[config.mk]
export PLATFORM = sky130hd
export DESIGN_NAME = priority_dispatch_queue_top
export DESIGN_NICKNAME = d
export VERILOG_FILES = /design/src/rtl/pdq_pkg.sv /design/src/rtl/priority_dispatch_queue_top.sv /design/src/rtl/pdq_datapath.sv /design/src/rtl/pdq_ctrl.sv
export SDC_FILE = /design/constraint.sdc
export NUM_CORES = 1
export LEC_CHECK = 0
export BUFFER_PORTS_ARGS = -buffer_cell sky130_fd_sc_hd__buf_2
export CORE_MARGIN = 1.5
export CORE_UTILIZATION = 35
export CTS_CLUSTER_SIZE = 16
export DETAILED_ROUTE_END_ITERATION = 8
export PLACE_DENSITY = 0.62
export SLEW_MARGIN = 25
export SYNTH_ARGS = -nofsm -noshare
export SYNTH_HDL_FRONTEND = slang
export SYNTH_SLANG_ARGS = --single-unit
[constraint.sdc]
create_clock -name clk -period 12 [get_ports clk]
set_input_delay 1.2 -clock clk [delete_from_list [all_inputs] [get_ports clk]]
set_output_delay 1.2 -clock clk [all_outputs]
set_load 0.02 [all_outputs]
[src/rtl/pdq_pkg.sv]
// Package for the priority dispatch queue: field widths, operation and
// status codes, controller state type and controller/datapath structs.
// No dependencies.
package pdq_pkg;

  localparam int ID_W  = 8;
  localparam int PRI_W = 4;
  localparam int OCC_W = 5;
  localparam int ST_W  = 2;

  // Item kind codes
  localparam logic KIND_CREATE   = 1'b0;
  localparam logic KIND_DISPATCH = 1'b1;

  // Result status codes
  localparam logic [ST_W-1:0] ST_CREATED    = 2'd0;
  localparam logic [ST_W-1:0] ST_DISPATCHED = 2'd1;
  localparam logic [ST_W-1:0] ST_FULL       = 2'd2;
  localparam logic [ST_W-1:0] ST_EMPTY      = 2'd3;

  typedef enum logic [2:0] {
    S_IDLE,
    S_EXEC,
    S_SCAN,
    S_SHIFT,
    S_EMIT
  } state_t;

  // Commands from the controller to the datapath
  typedef struct packed {
    logic latch;       // capture the input transaction
    logic create;      // store new task and load a created result
    logic load_full;   // load a full result
    logic load_empty;  // load an empty result
    logic scan_init;   // restart the best-entry search
    logic scan_run;    // advance the best-entry search
    logic shift_init;  // start compaction just above the best entry
    logic shift_run;   // advance compaction
    logic load_disp;   // drop one task and load a dispatched result
  } pdq_cmd_t;

  // Status from the datapath to the controller
  typedef struct packed {
    logic is_dispatch;
    logic full;
    logic empty;
    logic out_free;
    logic run_done;
  } pdq_stat_t;

endpackage

[src/rtl/priority_dispatch_queue_top.sv]
// Top level of the priority dispatch queue: controller plus datapath.
// Depends on pdq_pkg, pdq_ctrl and pdq_datapath.
//
//   channel | signals                                      | direction
//   --------+----------------------------------------------+----------
//   input   | in_valid, in_ready, kind, priority_req       | in
//   result  | out_valid, out_ready, status, task_id,       | out
//           | task_priority, occupancy                     |
//
// One transaction in flight at a time. Create, full and empty are accepted,
// then loaded into the output register. A dispatch with tasks held, best at
// slot B, runs a linear search over the single read port of the task memory,
// then compaction of the slots above B, then its load.
// Reset clears the counters, the controller and the output valid.
// A stalled result holds in the output register; the next transaction is
// accepted meanwhile and waits before its load for the register to free.
module priority_dispatch_queue_top import pdq_pkg::*; #(
  parameter int DEPTH = 16
) (
  input  logic             clk,
  input  logic             rst,
  input  logic             in_valid,
  output logic             in_ready,
  input  logic             kind,
  input  logic [PRI_W-1:0] priority_req,
  output logic             out_valid,
  input  logic             out_ready,
  output logic [ST_W-1:0]  status,
  output logic [ID_W-1:0]  task_id,
  output logic [PRI_W-1:0] task_priority,
  output logic [OCC_W-1:0] occupancy
);

  pdq_cmd_t  cmd;
  pdq_stat_t stat;

  pdq_ctrl u_ctrl (
    .clk      (clk),
    .rst      (rst),
    .in_valid (in_valid),
    .in_ready (in_ready),
    .stat     (stat),
    .cmd      (cmd)
  );

  pdq_datapath #(
    .DEPTH (DEPTH)
  ) u_datapath (
    .clk           (clk),
    .rst           (rst),
    .cmd           (cmd),
    .stat          (stat),
    .kind          (kind),
    .priority_req  (priority_req),
    .out_ready     (out_ready),
    .out_valid     (out_valid),
    .status        (status),
    .task_id       (task_id),
    .task_priority (task_priority),
    .occupancy     (occupancy)
  );

endmodule

[src/rtl/pdq_datapath.sv]
// Datapath of the priority dispatch queue: task memory, counters,
// best-entry search, compaction and the output register.
// Depends on pdq_pkg.
module pdq_datapath import pdq_pkg::*; #(
  parameter int DEPTH = 16
) (
  input  logic             clk,
  input  logic             rst,
  input  pdq_cmd_t         cmd,
  output pdq_stat_t        stat,
  input  logic             kind,
  input  logic [PRI_W-1:0] priority_req,
  input  logic             out_ready,
  output logic             out_valid,
  output logic [ST_W-1:0]  status,
  output logic [ID_W-1:0]  task_id,
  output logic [PRI_W-1:0] task_priority,
  output logic [OCC_W-1:0] occupancy
);

  localparam int AW = (DEPTH > 1) ? $clog2(DEPTH) : 1;
  localparam int CW = $clog2(DEPTH + 1);

  logic [ID_W-1:0]  mem_id  [DEPTH];
  logic [PRI_W-1:0] mem_pri [DEPTH];

  logic [CW-1:0]    held_count;
  logic [ID_W-1:0]  next_id;
  logic             in_kind;
  logic [PRI_W-1:0] in_pri;
  logic [CW-1:0]    ptr;
  logic             rd_pend;
  logic [AW-1:0]    rd_from;
  logic [ID_W-1:0]  rd_id;
  logic [PRI_W-1:0] rd_pri;
  logic             have_best;
  logic [AW-1:0]    best_idx;
  logic [ID_W-1:0]  best_id;
  logic [PRI_W-1:0] best_pri;

  logic [ST_W-1:0]  out_status;
  logic [ID_W-1:0]  out_id;
  logic [PRI_W-1:0] out_pri;
  logic [OCC_W-1:0] out_occ;

  logic             rd_en;
  logic             wr_en;
  logic [AW-1:0]    waddr;
  logic [ID_W-1:0]  wid;
  logic [PRI_W-1:0] wpri;
  logic             take;
  logic             any_load;

  // Memory port control
  always_comb begin
    rd_en    = (cmd.scan_run | cmd.shift_run) & (ptr < held_count);
    wr_en    = cmd.create | (cmd.shift_run & rd_pend);
    waddr    = cmd.create ? held_count[AW-1:0] : rd_from - 1'b1;
    wid      = cmd.create ? next_id : rd_id;
    wpri     = cmd.create ? in_pri : rd_pri;
    take     = !have_best || (rd_pri > best_pri);
    any_load = cmd.create | cmd.load_full | cmd.load_empty | cmd.load_disp;
  end

  // Task memory with registered read
  always_ff @(posedge clk) begin
    if (wr_en) begin
      mem_id[waddr]  <= wid;
      mem_pri[waddr] <= wpri;
    end
    if (rd_en) begin
      rd_id  <= mem_id[ptr[AW-1:0]];
      rd_pri <= mem_pri[ptr[AW-1:0]];
    end
  end

  // Control counters and flags
  always_ff @(posedge clk) begin
    if (rst) begin
      held_count <= '0;
      next_id    <= '0;
      rd_pend    <= 1'b0;
      have_best  <= 1'b0;
      ptr        <= '0;
      out_valid  <= 1'b0;
    end else begin
      if (cmd.create) begin
        held_count <= held_count + 1'b1;
        next_id    <= next_id + 1'b1;
      end else if (cmd.load_disp) begin
        held_count <= held_count - 1'b1;
      end

      if (cmd.scan_init) begin
        ptr <= '0;
      end else if (cmd.shift_init) begin
        ptr <= CW'(best_idx) + 1'b1;
      end else if (rd_en) begin
        ptr <= ptr + 1'b1;
      end

      if (cmd.scan_init || cmd.shift_init) begin
        rd_pend <= 1'b0;
      end else if (cmd.scan_run || cmd.shift_run) begin
        rd_pend <= rd_en;
      end

      if (cmd.scan_init) begin
        have_best <= 1'b0;
      end else if (cmd.scan_run && rd_pend) begin
        have_best <= 1'b1;
      end

      if (any_load) begin
        out_valid <= 1'b1;
      end else if (out_ready) begin
        out_valid <= 1'b0;
      end
    end
  end

  // Input capture, search registers and result payload
  always_ff @(posedge clk) begin
    if (cmd.latch) begin
      in_kind <= kind;
      in_pri  <= priority_req;
    end
    if (rd_en) begin
      rd_from <= ptr[AW-1:0];
    end
    // Keep the first of equal priorities: replace only on strictly greater
    if (cmd.scan_run && rd_pend && take) begin
      best_idx <= rd_from;
      best_id  <= rd_id;
      best_pri <= rd_pri;
    end
    if (cmd.create) begin
      out_status <= ST_CREATED;
      out_id     <= next_id;
      out_pri    <= in_pri;
      out_occ    <= OCC_W'(held_count + 1'b1);
    end else if (cmd.load_disp) begin
      out_status <= ST_DISPATCHED;
      out_id     <= best_id;
      out_pri    <= best_pri;
      out_occ    <= OCC_W'(held_count - 1'b1);
    end else if (cmd.load_full) begin
      out_status <= ST_FULL;
      out_id     <= '0;
      out_pri    <= '0;
      out_occ    <= OCC_W'(held_count);
    end else if (cmd.load_empty) begin
      out_status <= ST_EMPTY;
      out_id     <= '0;
      out_pri    <= '0;
      out_occ    <= OCC_W'(held_count);
    end
  end

  // Status to the controller
  always_comb begin
    stat.is_dispatch = (in_kind == KIND_DISPATCH);
    stat.full        = (held_count == CW'(DEPTH));
    stat.empty       = (held_count == '0);
    stat.out_free    = !out_valid || out_ready;
    stat.run_done    = !rd_pend && (ptr >= held_count);
  end

  assign status        = out_status;
  assign task_id       = out_id;
  assign task_priority = out_pri;
  assign occupancy     = out_occ;

endmodule

[src/rtl/pdq_ctrl.sv]
// Controller of the priority dispatch queue: sequences accept, search,
// compaction and result load.
// Depends on pdq_pkg.
module pdq_ctrl import pdq_pkg::*; (
  input  logic      clk,
  input  logic      rst,
  input  logic      in_valid,
  output logic      in_ready,
  input  pdq_stat_t stat,
  output pdq_cmd_t  cmd
);

  state_t state;
  state_t state_next;

  // State register
  always_ff @(posedge clk) begin
    if (rst) begin
      state <= S_IDLE;
    end else begin
      state <= state_next;
    end
  end

  // Next state
  always_comb begin
    state_next = state;
    unique case (state)
      S_IDLE: begin
        if (in_valid) state_next = S_EXEC;
      end
      S_EXEC: begin
        if (stat.is_dispatch && !stat.empty) begin
          state_next = S_SCAN;
        end else if (stat.out_free) begin
          state_next = S_IDLE;
        end
      end
      S_SCAN: begin
        if (stat.run_done) state_next = S_SHIFT;
      end
      S_SHIFT: begin
        if (stat.run_done) state_next = S_EMIT;
      end
      S_EMIT: begin
        if (stat.out_free) state_next = S_IDLE;
      end
      default: state_next = S_IDLE;
    endcase
  end

  // Outputs
  always_comb begin
    cmd      = '0;
    in_ready = 1'b0;
    unique case (state)
      S_IDLE: begin
        in_ready  = 1'b1;
        cmd.latch = in_valid;
      end
      S_EXEC: begin
        if (stat.is_dispatch) begin
          if (!stat.empty) begin
            cmd.scan_init = 1'b1;
          end else begin
            cmd.load_empty = stat.out_free;
          end
        end else if (stat.full) begin
          cmd.load_full = stat.out_free;
        end else begin
          cmd.create = stat.out_free;
        end
      end
      S_SCAN: begin
        if (stat.run_done) begin
          cmd.shift_init = 1'b1;
        end else begin
          cmd.scan_run = 1'b1;
        end
      end
      S_SHIFT: begin
        cmd.shift_run = !stat.run_done;
      end
      S_EMIT: begin
        cmd.load_disp = stat.out_free;
      end
      default: begin
        cmd = '0;
      end
    endcase
  end

endmodule
After elaboration in Yosys (flattened, before gate mapping)

Memory sizes are Yosys's and may differ from the RTL's. A register that Yosys moved wholly into a read port is not among the register bits.
Cells that the tools add are included.
Widths: inputs -> output; s select.

Flip-flop bits (word level): 68
RAM bits: 192
Input port bits: 9
Logic and storage cells: 115
Memories kept: 2

Add/subtract/negate cells: 6
Order comparisons: 3
Eq/ne operators: 8
Mux-type cells: 46
Bitwise logic cells: 7
Reductions and logical operators: 25

Memories:

| name               | depth | width | rd ports | clocked after Yosys merged registers in | wr ports | RTL line           | RTL |
|---|---|---|---|---|---|---|---|
| u_datapath.mem_id  | 16    | 8     | 1        | 1                                       | 1        | pdq_datapath.sv:24 | `logic [ID_W-1:0] mem_id [DEPTH];` |
| u_datapath.mem_pri | 16    | 4     | 1        | 1                                       | 1        | pdq_datapath.sv:25 | `logic [PRI_W-1:0] mem_pri [DEPTH];` |

Operators with widths:

| kind                | count |
|---|---|
| $mux 5              | 8 |
| $mux 8              | 5 |
| $mux 4              | 7 |
| $mux 1              | 15 |
| $mux 3              | 5 |
| $pmux 3 s5          | 1 |
| $add 5x1->5 const B | 2 |
| $mux 2              | 5 |
| $add 8x1->8 const B | 1 |
| $reduce_bool 2->1   | 4 |
| $eq 3x2->1 const B  | 2 |
| $reduce_or 2->1     | 3 |
| $add 4x1->5 const B | 1 |
| $eq 5x5->1 const B  | 1 |
| $ge 5x5->1          | 1 |
| $logic_not 1->1     | 5 |
| $logic_not 5->1     | 1 |
| $lt 5x5->1          | 1 |
| $or 1x1->1          | 5 |
| $sub 5x1->5 const B | 1 |
| $gt 4x4->1          | 1 |
| $logic_and 1x1->1   | 4 |
| $logic_or 1x1->1    | 4 |
| $ne 2x1->1 const B  | 2 |
| 9 further kinds     | 10 |

Longest topological paths before layout

Gate-level depths: netlist of run 1.

Word-level depth: 9
Gate-level depth with buffers: 14
Mapped depth without buffers: 11

By module

Synthesis of run 1 repeated with hierarchy kept, for this count alone.

Cell total of the unflattened synthesis: 598
Area total of the unflattened synthesis: 11,086.9 um^2

Modules (own cells, without submodules):

| module       | instances | cells an instance | area each (um^2) |
|---|---|---|---|
| pdq_datapath | 1         | 564               | 10,816.6 |
| pdq_ctrl     | 1         | 34                | 270.3 |

Least setup slack after synthesis of run 1

Ideal clock, no wire load.

Path kind: register to register
From: register u_datapath.rd_pri[1] (read register of u_datapath.mem_pri)
To: register u_datapath.best_id[0] (enable)
Setup time: 0.478 ns
Data arrival time: 3.734 ns
Slack: 7.788 ns
Cell stages (with the launch flop): 7
Cells stage by stage: edfxtp_1 -> ha_1 -> nor2b_1 -> o21a_1 -> o21a_1 -> o21ai_0 -> a2111oi_0

Word-level cells in the longest chain between the ends: 3

Ends and longest elaborated chain:

| what                 | RTL line            | RTL |
|---|---|---|
| start, declared      | pdq_datapath.sv:35  | `logic [PRI_W-1:0] rd_pri;` |
| $gt 4x4->1           | pdq_datapath.sv:61  | `take = !have_best \|\| (rd_pri > best_pri);` |
| $logic_or 1x1->1     | pdq_datapath.sv:61  |  |
| $logic_and 1x1->1    | pdq_datapath.sv:132 | `if (cmd.scan_run && rd_pend && take) begin` |
| end signal, assigned | pdq_datapath.sv:134 | `best_id <= rd_id;` |
| end, declared        | pdq_datapath.sv:38  | `logic [ID_W-1:0] best_id;` |

Every way passes these cells.
A chain may end at the register's enable or synchronous reset.

Final worst setup path of run 1

From: register u_datapath.held_count[0]
To: memory u_datapath.mem_pri[11][2] (enable)

Word-level cells in the longest chain between the ends: 8
Elaborated cells on any way between the ends: 13

Ends and longest elaborated chain:

| what                         | RTL line            | RTL |
|---|---|---|
| start, declared              | pdq_datapath.sv:27  | `logic [CW-1:0] held_count;` |
| start signal, assigned       | pdq_datapath.sv:88  | `held_count <= held_count + 1'b1;` |
| start signal, assigned       | pdq_datapath.sv:91  | `held_count <= held_count - 1'b1;` |
| $ge 5x5->1                   | pdq_datapath.sv:166 | `stat.run_done = !rd_pend && (ptr >= held_count);` |
| $logic_and 1x1->1            | pdq_datapath.sv:166 |  |
| $logic_not 1->1              | pdq_ctrl.sv:82      | `cmd.shift_run = !stat.run_done;` |
| $mux 1                       | pdq_ctrl.sv:56      | `unique case (state)` |
| $and 1x1->1                  | pdq_datapath.sv:57  | `wr_en = cmd.create \| (cmd.shift_run & rd_pend);` |
| $or 1x1->1                   | pdq_datapath.sv:57  |  |
| $mux 1                       | pdq_datapath.sv:67  | `if (wr_en) begin` |
| $mux 1 (implied by the code) | pdq_datapath.sv:69  | `mem_pri[waddr] <= wpri;` |
| end, declared                | pdq_datapath.sv:25  |  |

Several ways; a longest one is shown, not always the timed one.

==> results of run 1 <==
-- final cells by class --
| type | instances | share of cell area, % |
|---|---|---|
| repair buffers | 39 | 1.87 |
| inverters | 22 | 0.663 |
| well taps | 396 | 3.98 |
| flip-flops and latches | 272 | 63.5 |
| clock inverters | 16 | 1.06 |
| multi-input cells | 280 | 23.1 |
| clock buffers | 34 | 5.81 |
-- registers in the layout, summed over array words and instances, names as in the netlist, 5 cells and up --
| name | flops |
|---|---|
| u_datapath.rd_id | 8 |
| u_datapath.best_id | 8 |
| u_datapath.ptr | 5 |
| u_datapath.held_count | 5 |
| u_datapath.mem_pri | 64 |
| u_datapath.next_id | 8 |
| u_datapath.task_id | 8 |
| u_datapath.mem_id | 128 |
| u_datapath.occupancy | 5 |
-- worst paths after layout --
check | to | slack (ns) | cells past startpoint
setup / recovery | u_datapath.mem_pri[11][2]$_DFFE_PP_ | 8.14 | 8
hold reg to reg | u_datapath.best_id[5]$_DFFE_PP_ | 0.44 | 0
setup reg to reg | u_datapath.mem_pri[11][2]$_DFFE_PP_ | 8.14 | 8
hold / removal | u_datapath.best_id[5]$_DFFE_PP_ | 0.44 | 0
-- placed cells by master, fill, tap and decap left out, types with 7 or more instances in the layout --
cell and count:
dfxtp_1 23, nor2_2 11, buf_2 29, nor3_1 10
edfxtp_1 246, xor2_1 10, inv_1 22, mux4_2 60
buf_4 9, a22o_1 8, mux2_2 9, nor2b_1 8
ha_1 15, xnor2_1 8, nand2_1 24, nor2_1 24
and3_1 7, clkbuf_16 28, o21ai_0 15, a21oi_1 16
-- metal layers --
metal | vias up | global-route usage, % | part of all wire (%)
li1 | 2474 | - | -
met1 | 2872 | 20.0 | 45
met2 | 206 | 22.9 | 47
met3 | 42 | 2.73 | 5.8
met4 | 0 | 4.13 | 2.6
met5 | - | 0 | 0
-- through the flow --
stage / setup slack (ns) / cell area, µm²
after global placement: 7.96 / 11500
after CTS: 8.10 / 12400
after global routing: 7.87 / 12500
after detailed placement: 7.86 / 11600
final: 8.14 / 12500
after floorplan: 7.79 / 11000
-- power breakdown --
part	switching (µW)	internal, µW	total, µW
clock	353	452	804
sequential	7.67	1040	1050
combinational	47.2	22.9	70.2
-- kinds of logic (layout without fill, tap and decap cells) --
kind of cell,count (synthesis),count (layout),synth area share (%)
flip-flops,272,272,72.1
AO/OA/AOI/OAI,65,65,4.21
multiplexers,72,72,13.6
buffers and inverters,52,111,2.00
adder cells (fa/ha/maj),15,15,1.71
XOR/XNOR,18,18,1.44
AND/OR/NAND/NOR,110,110,4.97
==> load_flow_metrics.sql, run 1 <==
INSERT INTO impl_metrics (metric_group, metric, value, unit) VALUES
('critical_path', 'worst_ep_arrival_time', '4.04', 'ns'),
('critical_path', 'crit_path_start_kind', 'flop', ''),
('critical_path', 'crit_buf_inv', '2', ''),
('detailed_routing', 'routedWlPerCell', '22.0', 'µm'),
('global_routing', 'number_of_global_route_vias_before_repair', '5575', ''),
('placed_design', 'hpwl_after_detailed_placement', '15.3', 'mm'),
('clock_network', 'cts_buf_count', '28', ''),
('timing', 'max-slew-margin-rel', '32.5', '%'),
('pwr', 'power.density', '154', 'nW/µm²'),
('floorplanning', 'core_region_area', '30700', 'µm²'),
('detailed_routing', 'drcViolationCount', '6', ''),
('hold_path', 'holdCritPathClass', 'flop to flop', ''),
('global_routing', 'grt_start_max_net_pins', '54', ''),
('critical_path', 'critical_path_class', 'flop to flop', ''),
('layout', 'sequential_cell_area', '7910', 'µm²'),
('timing', 'timing_worst_slew_pin_value', '1.01', 'ns'),
('layout', 'layout.core_utilization', '40.5', '%'),
('pwr', 'cellLeakagePower', '0.00398', 'µW'),
('detailed_routing', 'route.detailed.vias_per_inst', '5.28', ''),
('floorplanning', 'starting_density_of_the_core', '35.7', '%'),
('synthesis', 'post_synth_edffs', '246', ''),
('global_routing', 'antenna_found_initial', '0', ''),
('detailed_routing', 'drt_first_iter_violations', '570', ''),
('timing', 'final_hold_viol_count', '0', ''),
('clock_network', 'postCtsResizedCells', '0', ''),
('run_status', 'violations', 'DRC', ''),
('clock_network', 'clock_path_buffers', '3', ''),
('layout', 'final_layout_size_suffix_gt1_share', '24.9', '%'),
('job', 'max_cap_violations', '0', ''),
('run_status', 'status', 'finished with violations', ''),
('critical_path', 'r2r_start', 'u_datapath.held_count[0]$_SDFFE_PP0P_', ''),
('global_routing', 'global_route.overflow_total', '0', ''),
('global_routing', 'grt_pass1_wl', '35.2', 'mm'),
('timing', 'final.setup_skew', '0.0213', 'ns'),
('critical_path', 'cells_along_the_critical_path', 'inv_1 > ha_1 > nor3b_2 > a2111oi_4 > buf_4 > mux2i_1 > nand2_1 > nor2_1', ''),
('timing', 'holdWs', '0.443', 'ns'),
('critical_path', 'crit_start', 'u_datapath.held_count[0]$_SDFFE_PP0P_', ''),
('floorplanning', 'die_w', '180', 'µm'),
('pwr', 'post-layout-total-power', '1920', 'µW'),
('placed_design', 'buffer_ports.inserted', '29', ''),
('detailed_routing', 'vias', '5594', ''),
('clock_network', 'cts_setup_buffers', '0', ''),
('detailed_routing', 'drt-total-wl', '23.3', 'mm'),
('timing', 'layout_min_cycle_time', '3.86', 'ns'),
('critical_path', 'worstPathRequired', '12.18', 'ns'),
('clock_network', 'cts_sinks', '272', ''),
('critical_path', 'nature_of_the_critical_path_endpoint', 'flop', ''),
('timing', 'final_min_period_over_clock_period', '32.1', '%'),
('synthesis', 'synth_seq_cells', '272', ''),
('hold_path', 'min-delay-start', 'u_datapath.rd_id[5]$_DFFE_PP_', ''),
('synthesis', 'synth_area_leader_cell', 'edfxtp_1', ''),
('layout', 'design.final.nets', '667', ''),
('synthesis', 'yosys_warnings', '0', ''),
('layout', 'syn2layout_area_growth', '13.6', '%'),
('critical_path', 'worst-path-max-fanout', '35', ''),
('floorplanning', 'dieHeight', '180', 'µm'),
('layout', 'multi_input_area', '2870', 'µm²'),
('clock_network', 'clk_root_buffer_cell', 'clkbuf_16', ''),
('clock_network', 'cts_clock_pin_slew_for_the_worst_setup_and_hold_paths', '0.06', 'ns'),
('timing', 'maxClockFrequency', '259', 'MHz'),
('detailed_routing', 'route.antenna.remaining_nets', '0', ''),
('timing', 'finalMaxSlewViolations', '0', ''),
('clock_network', 'tritoncts', 'yes', ''),
('synthesis', 'count_of_unique_library_cells_instantiated_by_yosys', '52', ''),
('critical_path', 'critPathTopFamily', 'simple AND/OR/NAND/NOR gates', ''),
('floorplanning', 'rows', '64', ''),
('synthesis', 'synth.yosys.seq_area_share', '72.1', '%'),
('placed_design', 'numPlacedInstances', '1008', ''),
('detailed_routing', 'drt_first_pass_iters', '7', ''),
('placed_design', 'place_congestion', '0.773', ''),
('layout', 'layout.filler_cells', '2759', '');
Note: power is estimated with default switching activity, not from simulation.
==> run 2, diff against run 1 <==
- ABC_AREA: not set -> 1
- PLACE_DENSITY: 0.62 -> 0.64
- clock period: 12 -> 3.3 ns (I/O delays scaled with it)
==> run 2 against run 1 <==
The flow now finishes without violations. Final cell count increased by 27%. Critical path type unchanged. Largest power group unchanged. Flip-flop and latch count unchanged. Sequential share of layout area fell by 2.3 points. First-iteration DRC count increased by 25%. Utilization rose by 0.55 points. Combinational power grew to 6.6 times the previous value. Clock skew is 0.0072 ns lower. Setup slack worse by 7.5 ns. Synthesized cell count rose by 44%. Global-route usage rose by 0.50 points.
==> load_flow_metrics.sql, run 2 <==
INSERT INTO impl_metrics (metric_group, metric, value, unit) VALUES
('critical_path', 'r2r_end', 'u_datapath.mem_id[10][6]$_DFFE_PP_', ''),
('clock_network', 'cts_sinks', '272', ''),
('layout', 'syn2layout_area_growth', '15.6', '%'),
('clock_network', 'cts_buf_count', '27', ''),
('critical_path', 'worstPathRequired', '3.55', 'ns'),
('timing', 'grt_setup_unrepaired', 'false', ''),
('global_routing', 'antenna_found_initial', '0', ''),
('synthesis', 'synth_top_cells_by_area', 'edfxtp_1, dfxtp_1, o21ai_0, nor2_1, mux2i_1', ''),
('global_routing', 'grt_pass1_wl', '37.7', 'mm'),
('placed_design', 'buffer_ports.inserted', '29', ''),
('detailed_routing', 'drt_first_iter_violations', '714', ''),
('global_routing', 'global_route.overflow_total', '0', ''),
('clock_network', 'insertion_delay', '0.54', 'ns'),
('detailed_routing', 'drt_first_pass_iters', '5', ''),
('critical_path', 'r2r_start', 'u_datapath.held_count[0]$_SDFFE_PP0P_', ''),
('timing', 'final_hold_viol_count', '0', ''),
('layout', 'registers.top_by_ff_count', 'u_datapath.mem_id', ''),
('clock_network', 'holdBufCountCts', '5', ''),
('synthesis', 'synth.yosys.seq_area_share', '70.8', '%'),
('clock_network', 'postCtsResizedCells', '0', ''),
('synthesis', 'yosys.cell_count.top_type', 'edfxtp_1', ''),
('layout', 'layout.filler_cells', '2874', ''),
('synthesis', 'share_of_async_settable_or_async_resettable_flops_after_synthesis', '0', '%'),
('run_status', 'status', 'completed', ''),
('timing', 'final.setup_skew', '0.0141', 'ns'),
('layout', 'design.final.nets', '950', ''),
('synthesis', 'syn_avg_cell_area', '12.8', 'µm²'),
('placed_design', 'pre_cts_slack', '0.697', 'ns'),
('pwr', 'power.density', '590', 'nW/µm²'),
('clock_network', 'tritoncts', 'yes', ''),
('floorplanning', 'core_region_area', '31500', 'µm²'),
('timing', 'timing_worst_slew_pin_value', '0.921', 'ns'),
('hold_path', 'whs_path_depth', '2', ''),
('global_routing', 'number_of_global_route_vias_before_repair', '6471', ''),
('timing', 'layout_min_cycle_time', '2.63', 'ns'),
('detailed_routing', 'drt-total-wl', '24.4', 'mm'),
('detailed_routing', 'route.antenna.remaining_nets', '0', ''),
('synthesis', 'count_of_unique_library_cells_instantiated_by_yosys', '43', ''),
('synthesis', 'syn-instance-count', '870', ''),
('placed_design', 'place_congestion', '0.834', ''),
('detailed_routing', 'route.detailed.vias_per_inst', '5.12', ''),
('clock_network', 'clk_root_buffer_cell', 'clkbuf_16', ''),
('synthesis', 'ys_top_cells_by_count', 'edfxtp_1, nor2_1, nand2_1, o21ai_0, inv_1', ''),
('timing', 'max-slew-margin-rel', '38.6', '%'),
('clock_network', 'cts_setup_buffers', '0', ''),
('critical_path', 'worstRegToRegCells', '10', ''),
('synthesis', 'synth_area_leader_cell', 'edfxtp_1', ''),
('timing', 'fin_setup_tns', '0', 'ns'),
('layout', 'num_antenna_cells', '0', ''),
('pwr', 'power.ir.vdd_worst', '0.353', 'mV'),
('synthesis', 'post_synth_edffs', '246', ''),
('detailed_routing', 'vias', '6912', ''),
('job', 'max_cap_violations', '0', ''),
('critical_path', 'worst_path_max_delay_cell', 'dfxtp_1', ''),
('timing', 'maxClockFrequency', '380', 'MHz'),
('floorplanning', 'starting_density_of_the_core', '35.5', '%'),
('pwr', 'post-layout-total-power', '7630', 'µW'),
('hold_path', 'holdCritPathClass', 'input pin to flop', ''),
('layout', 'mostFrequentLayoutCell', 'edfxtp_1', ''),
('synthesis', 'mappedNetlistArea', '11200', 'µm²'),
('floorplanning', 'dieHeight', '182', 'µm'),
('critical_path', 'worst_ep_arrival_time', '2.88', 'ns'),
('synthesis', 'yosys_warnings', '0', ''),
('global_routing', 'grt_start_max_net_pins', '100', ''),
('detailed_routing', 'routedWlPerCell', '18.1', 'µm'),
('global_routing', 'global_route.usage.total', '14.8', '%'),
('synthesis', 'synth_seq_cells', '272', ''),
('floorplanning', 'die_w', '182', 'µm'),
('critical_path', 'internal_reg_to_reg_setup_slack', '0.67', 'ns'),
('clock_network', 'clock_path_buffers', '3', ''),
('floorplanning', 'rows', '65', ''),
('floorplanning', 'ios', '30', ''),
('timing', 'final_min_period_over_clock_period', '79.7', '%'),
('layout', 'reg.largest.list', 'u_datapath.mem_id: 128 flops, u_datapath.mem_pri: 64 flops', ''),
('detailed_routing', 'drcViolationCount', '0', ''),
('timing', 'setup_slack', '0.670', 'ns'),
('timing', 'finalMaxSlewViolations', '0', ''),
('layout', 'layout.cells.most_common_list', 'edfxtp_1, nor2_1, nand2_1', ''),
('synthesis', 'postSynthNetCount', '894', ''),
('critical_path', 'nature_of_the_critical_path_endpoint', 'flop', ''),
('floorplanning', 'design.die.area', '33000', 'µm²'),
('clock_network', 'cts_max_level', '1', ''),
('critical_path', 'cells_along_the_critical_path', 'inv_1 > ha_1 > nand3_1 > nand3_2 > inv_2 > nand2_1 > o21ai_2 > nand3_1 > nor2_1 > buf_4', ''),
('critical_path', 'worst-path-max-fanout', '11', ''),
('layout', 'final_layout_size_suffix_gt1_share', '13.4', '%'),
('synthesis', 'ys.flop_type', 'edfxtp_1', ''),
('critical_path', 'timing.critical_path.slowest_cell_delay', '0.41', 'ns'),
('layout', 'number_of_flip_flops_in_the_largest_register', '128', ''),
('clock_network', 'cts_clock_pin_slew_for_the_worst_setup_and_hold_paths', '0.06', 'ns'),
('critical_path', 'critical_path_class', 'flop to flop', ''),
('critical_path', 'crit_path_start_kind', 'flop', ''),
('hold_path', 'min-delay-start', 'rst', ''),
('pwr', 'cellLeakagePower', '0.00441', 'µW'),
('timing', 'finalSetupViolCount', '0', ''),
('synthesis', 'synthDominantCellAreaShare', '66.1', '%'),
('placed_design', 'hpwl_after_detailed_placement', '15.4', 'mm'),
('hold_path', 'hold-path-endpoint', 'u_datapath.held_count[0]$_SDFFE_PP0P_', ''),
('critical_path', 'timing.critical_path.mode_cell', 'nand3_1', '');
==> run 2: layout make-up <==
class	count	area (µm²)	area share [%]
repair buffers	70	465	3.60
multi-input cells	492	2850	22.1
clock buffers	34	702	5.43
inverters	63	236	1.83
well taps	402	503	3.89
flip-flops and latches	272	7910	61.2
clock inverters	16	251	1.95
==> run 2: worst max-delay path: cells and delay by family (launching register included) <==
kind / cells / cell delay (ns)
compound gates: 1 / 0.10
fa+ha+maj: 1 / 0.24
buf+inv: 3 / 0.62
flops: 1 / 0.41
simple gates: 5 / 0.97
==> run 2: where the power goes <==
part | total [µW] | internal, µW | switching, µW
Clock | 3300 | 2050 | 1250
Combinational | 461 | 129 | 332
Sequential | 3870 | 3840 | 27.4
Total | 7630 | 6010 | 1610
==> run 2: routing by layer <==
metal | track usage (%) | part of all wire [%] | vias up
met3 | 2.75 | 7.9 | 45
met4 | 3.87 | 2.7 | 0
li1 | - | - | 3294
met5 | 0 | 0 | -
met1 | 21.7 | 45 | 3308
met2 | 22.6 | 44 | 265
==> run 2: through the flow <==
| stage | instance area (µm²) | utilization [%] | hold WS, ns | instances |
|---|---|---|---|---|
| floorplan | 11200 | - | 0.403 | 870 |
| global placement | 11900 | 37.9 | 0.430 | 1294 |
| detailed placement | 11900 | 37.9 | 0.433 | 1294 |
| CTS | 12900 | 41.0 | 0.136 | 1349 |
| global route | 12900 | 41.0 | 0.150 | 1349 |
| finish | 12900 | 41.0 | 0.151 | 1349 |
==> run 2: cell families (layout without fill, tap and decap cells) <==
family / count (synthesis) / after routing / synth area share, %
DFF: 272 / 272 / 70.8
and+or+nand+nor: 263 / 263 / 10.2
AOI/OAI and AO/OA: 169 / 169 / 9.64
buffers and inverters: 106 / 183 / 3.77
muxes: 37 / 37 / 3.31
adders and majority gates: 15 / 15 / 1.68
xor gates and xnor gates: 8 / 8 / 0.627
==> run 2: worst max-delay path by stage <==
stage	to	startpoint	cells after the start	slack [ns]
floorplan	u_datapath.best_id[0]$_DFFE_PP_	u_datapath.rd_pri[1]$_DFFE_PP_	7	0.68
global placement	u_datapath.mem_pri[10][2]$_DFFE_PP_	u_datapath.held_count[0]$_SDFFE_PP0P_	10	0.75
detailed placement	u_datapath.mem_pri[10][2]$_DFFE_PP_	u_datapath.held_count[0]$_SDFFE_PP0P_	10	0.70
CTS	u_datapath.mem_id[10][6]$_DFFE_PP_	u_datapath.held_count[0]$_SDFFE_PP0P_	10	0.69
global route	u_datapath.ptr[2]$_SDFFE_PP0P_	u_datapath.held_count[2]$_SDFFE_PP0P_	14	0.39
finish	u_datapath.mem_id[10][6]$_DFFE_PP_	u_datapath.held_count[0]$_SDFFE_PP0P_	10	0.67
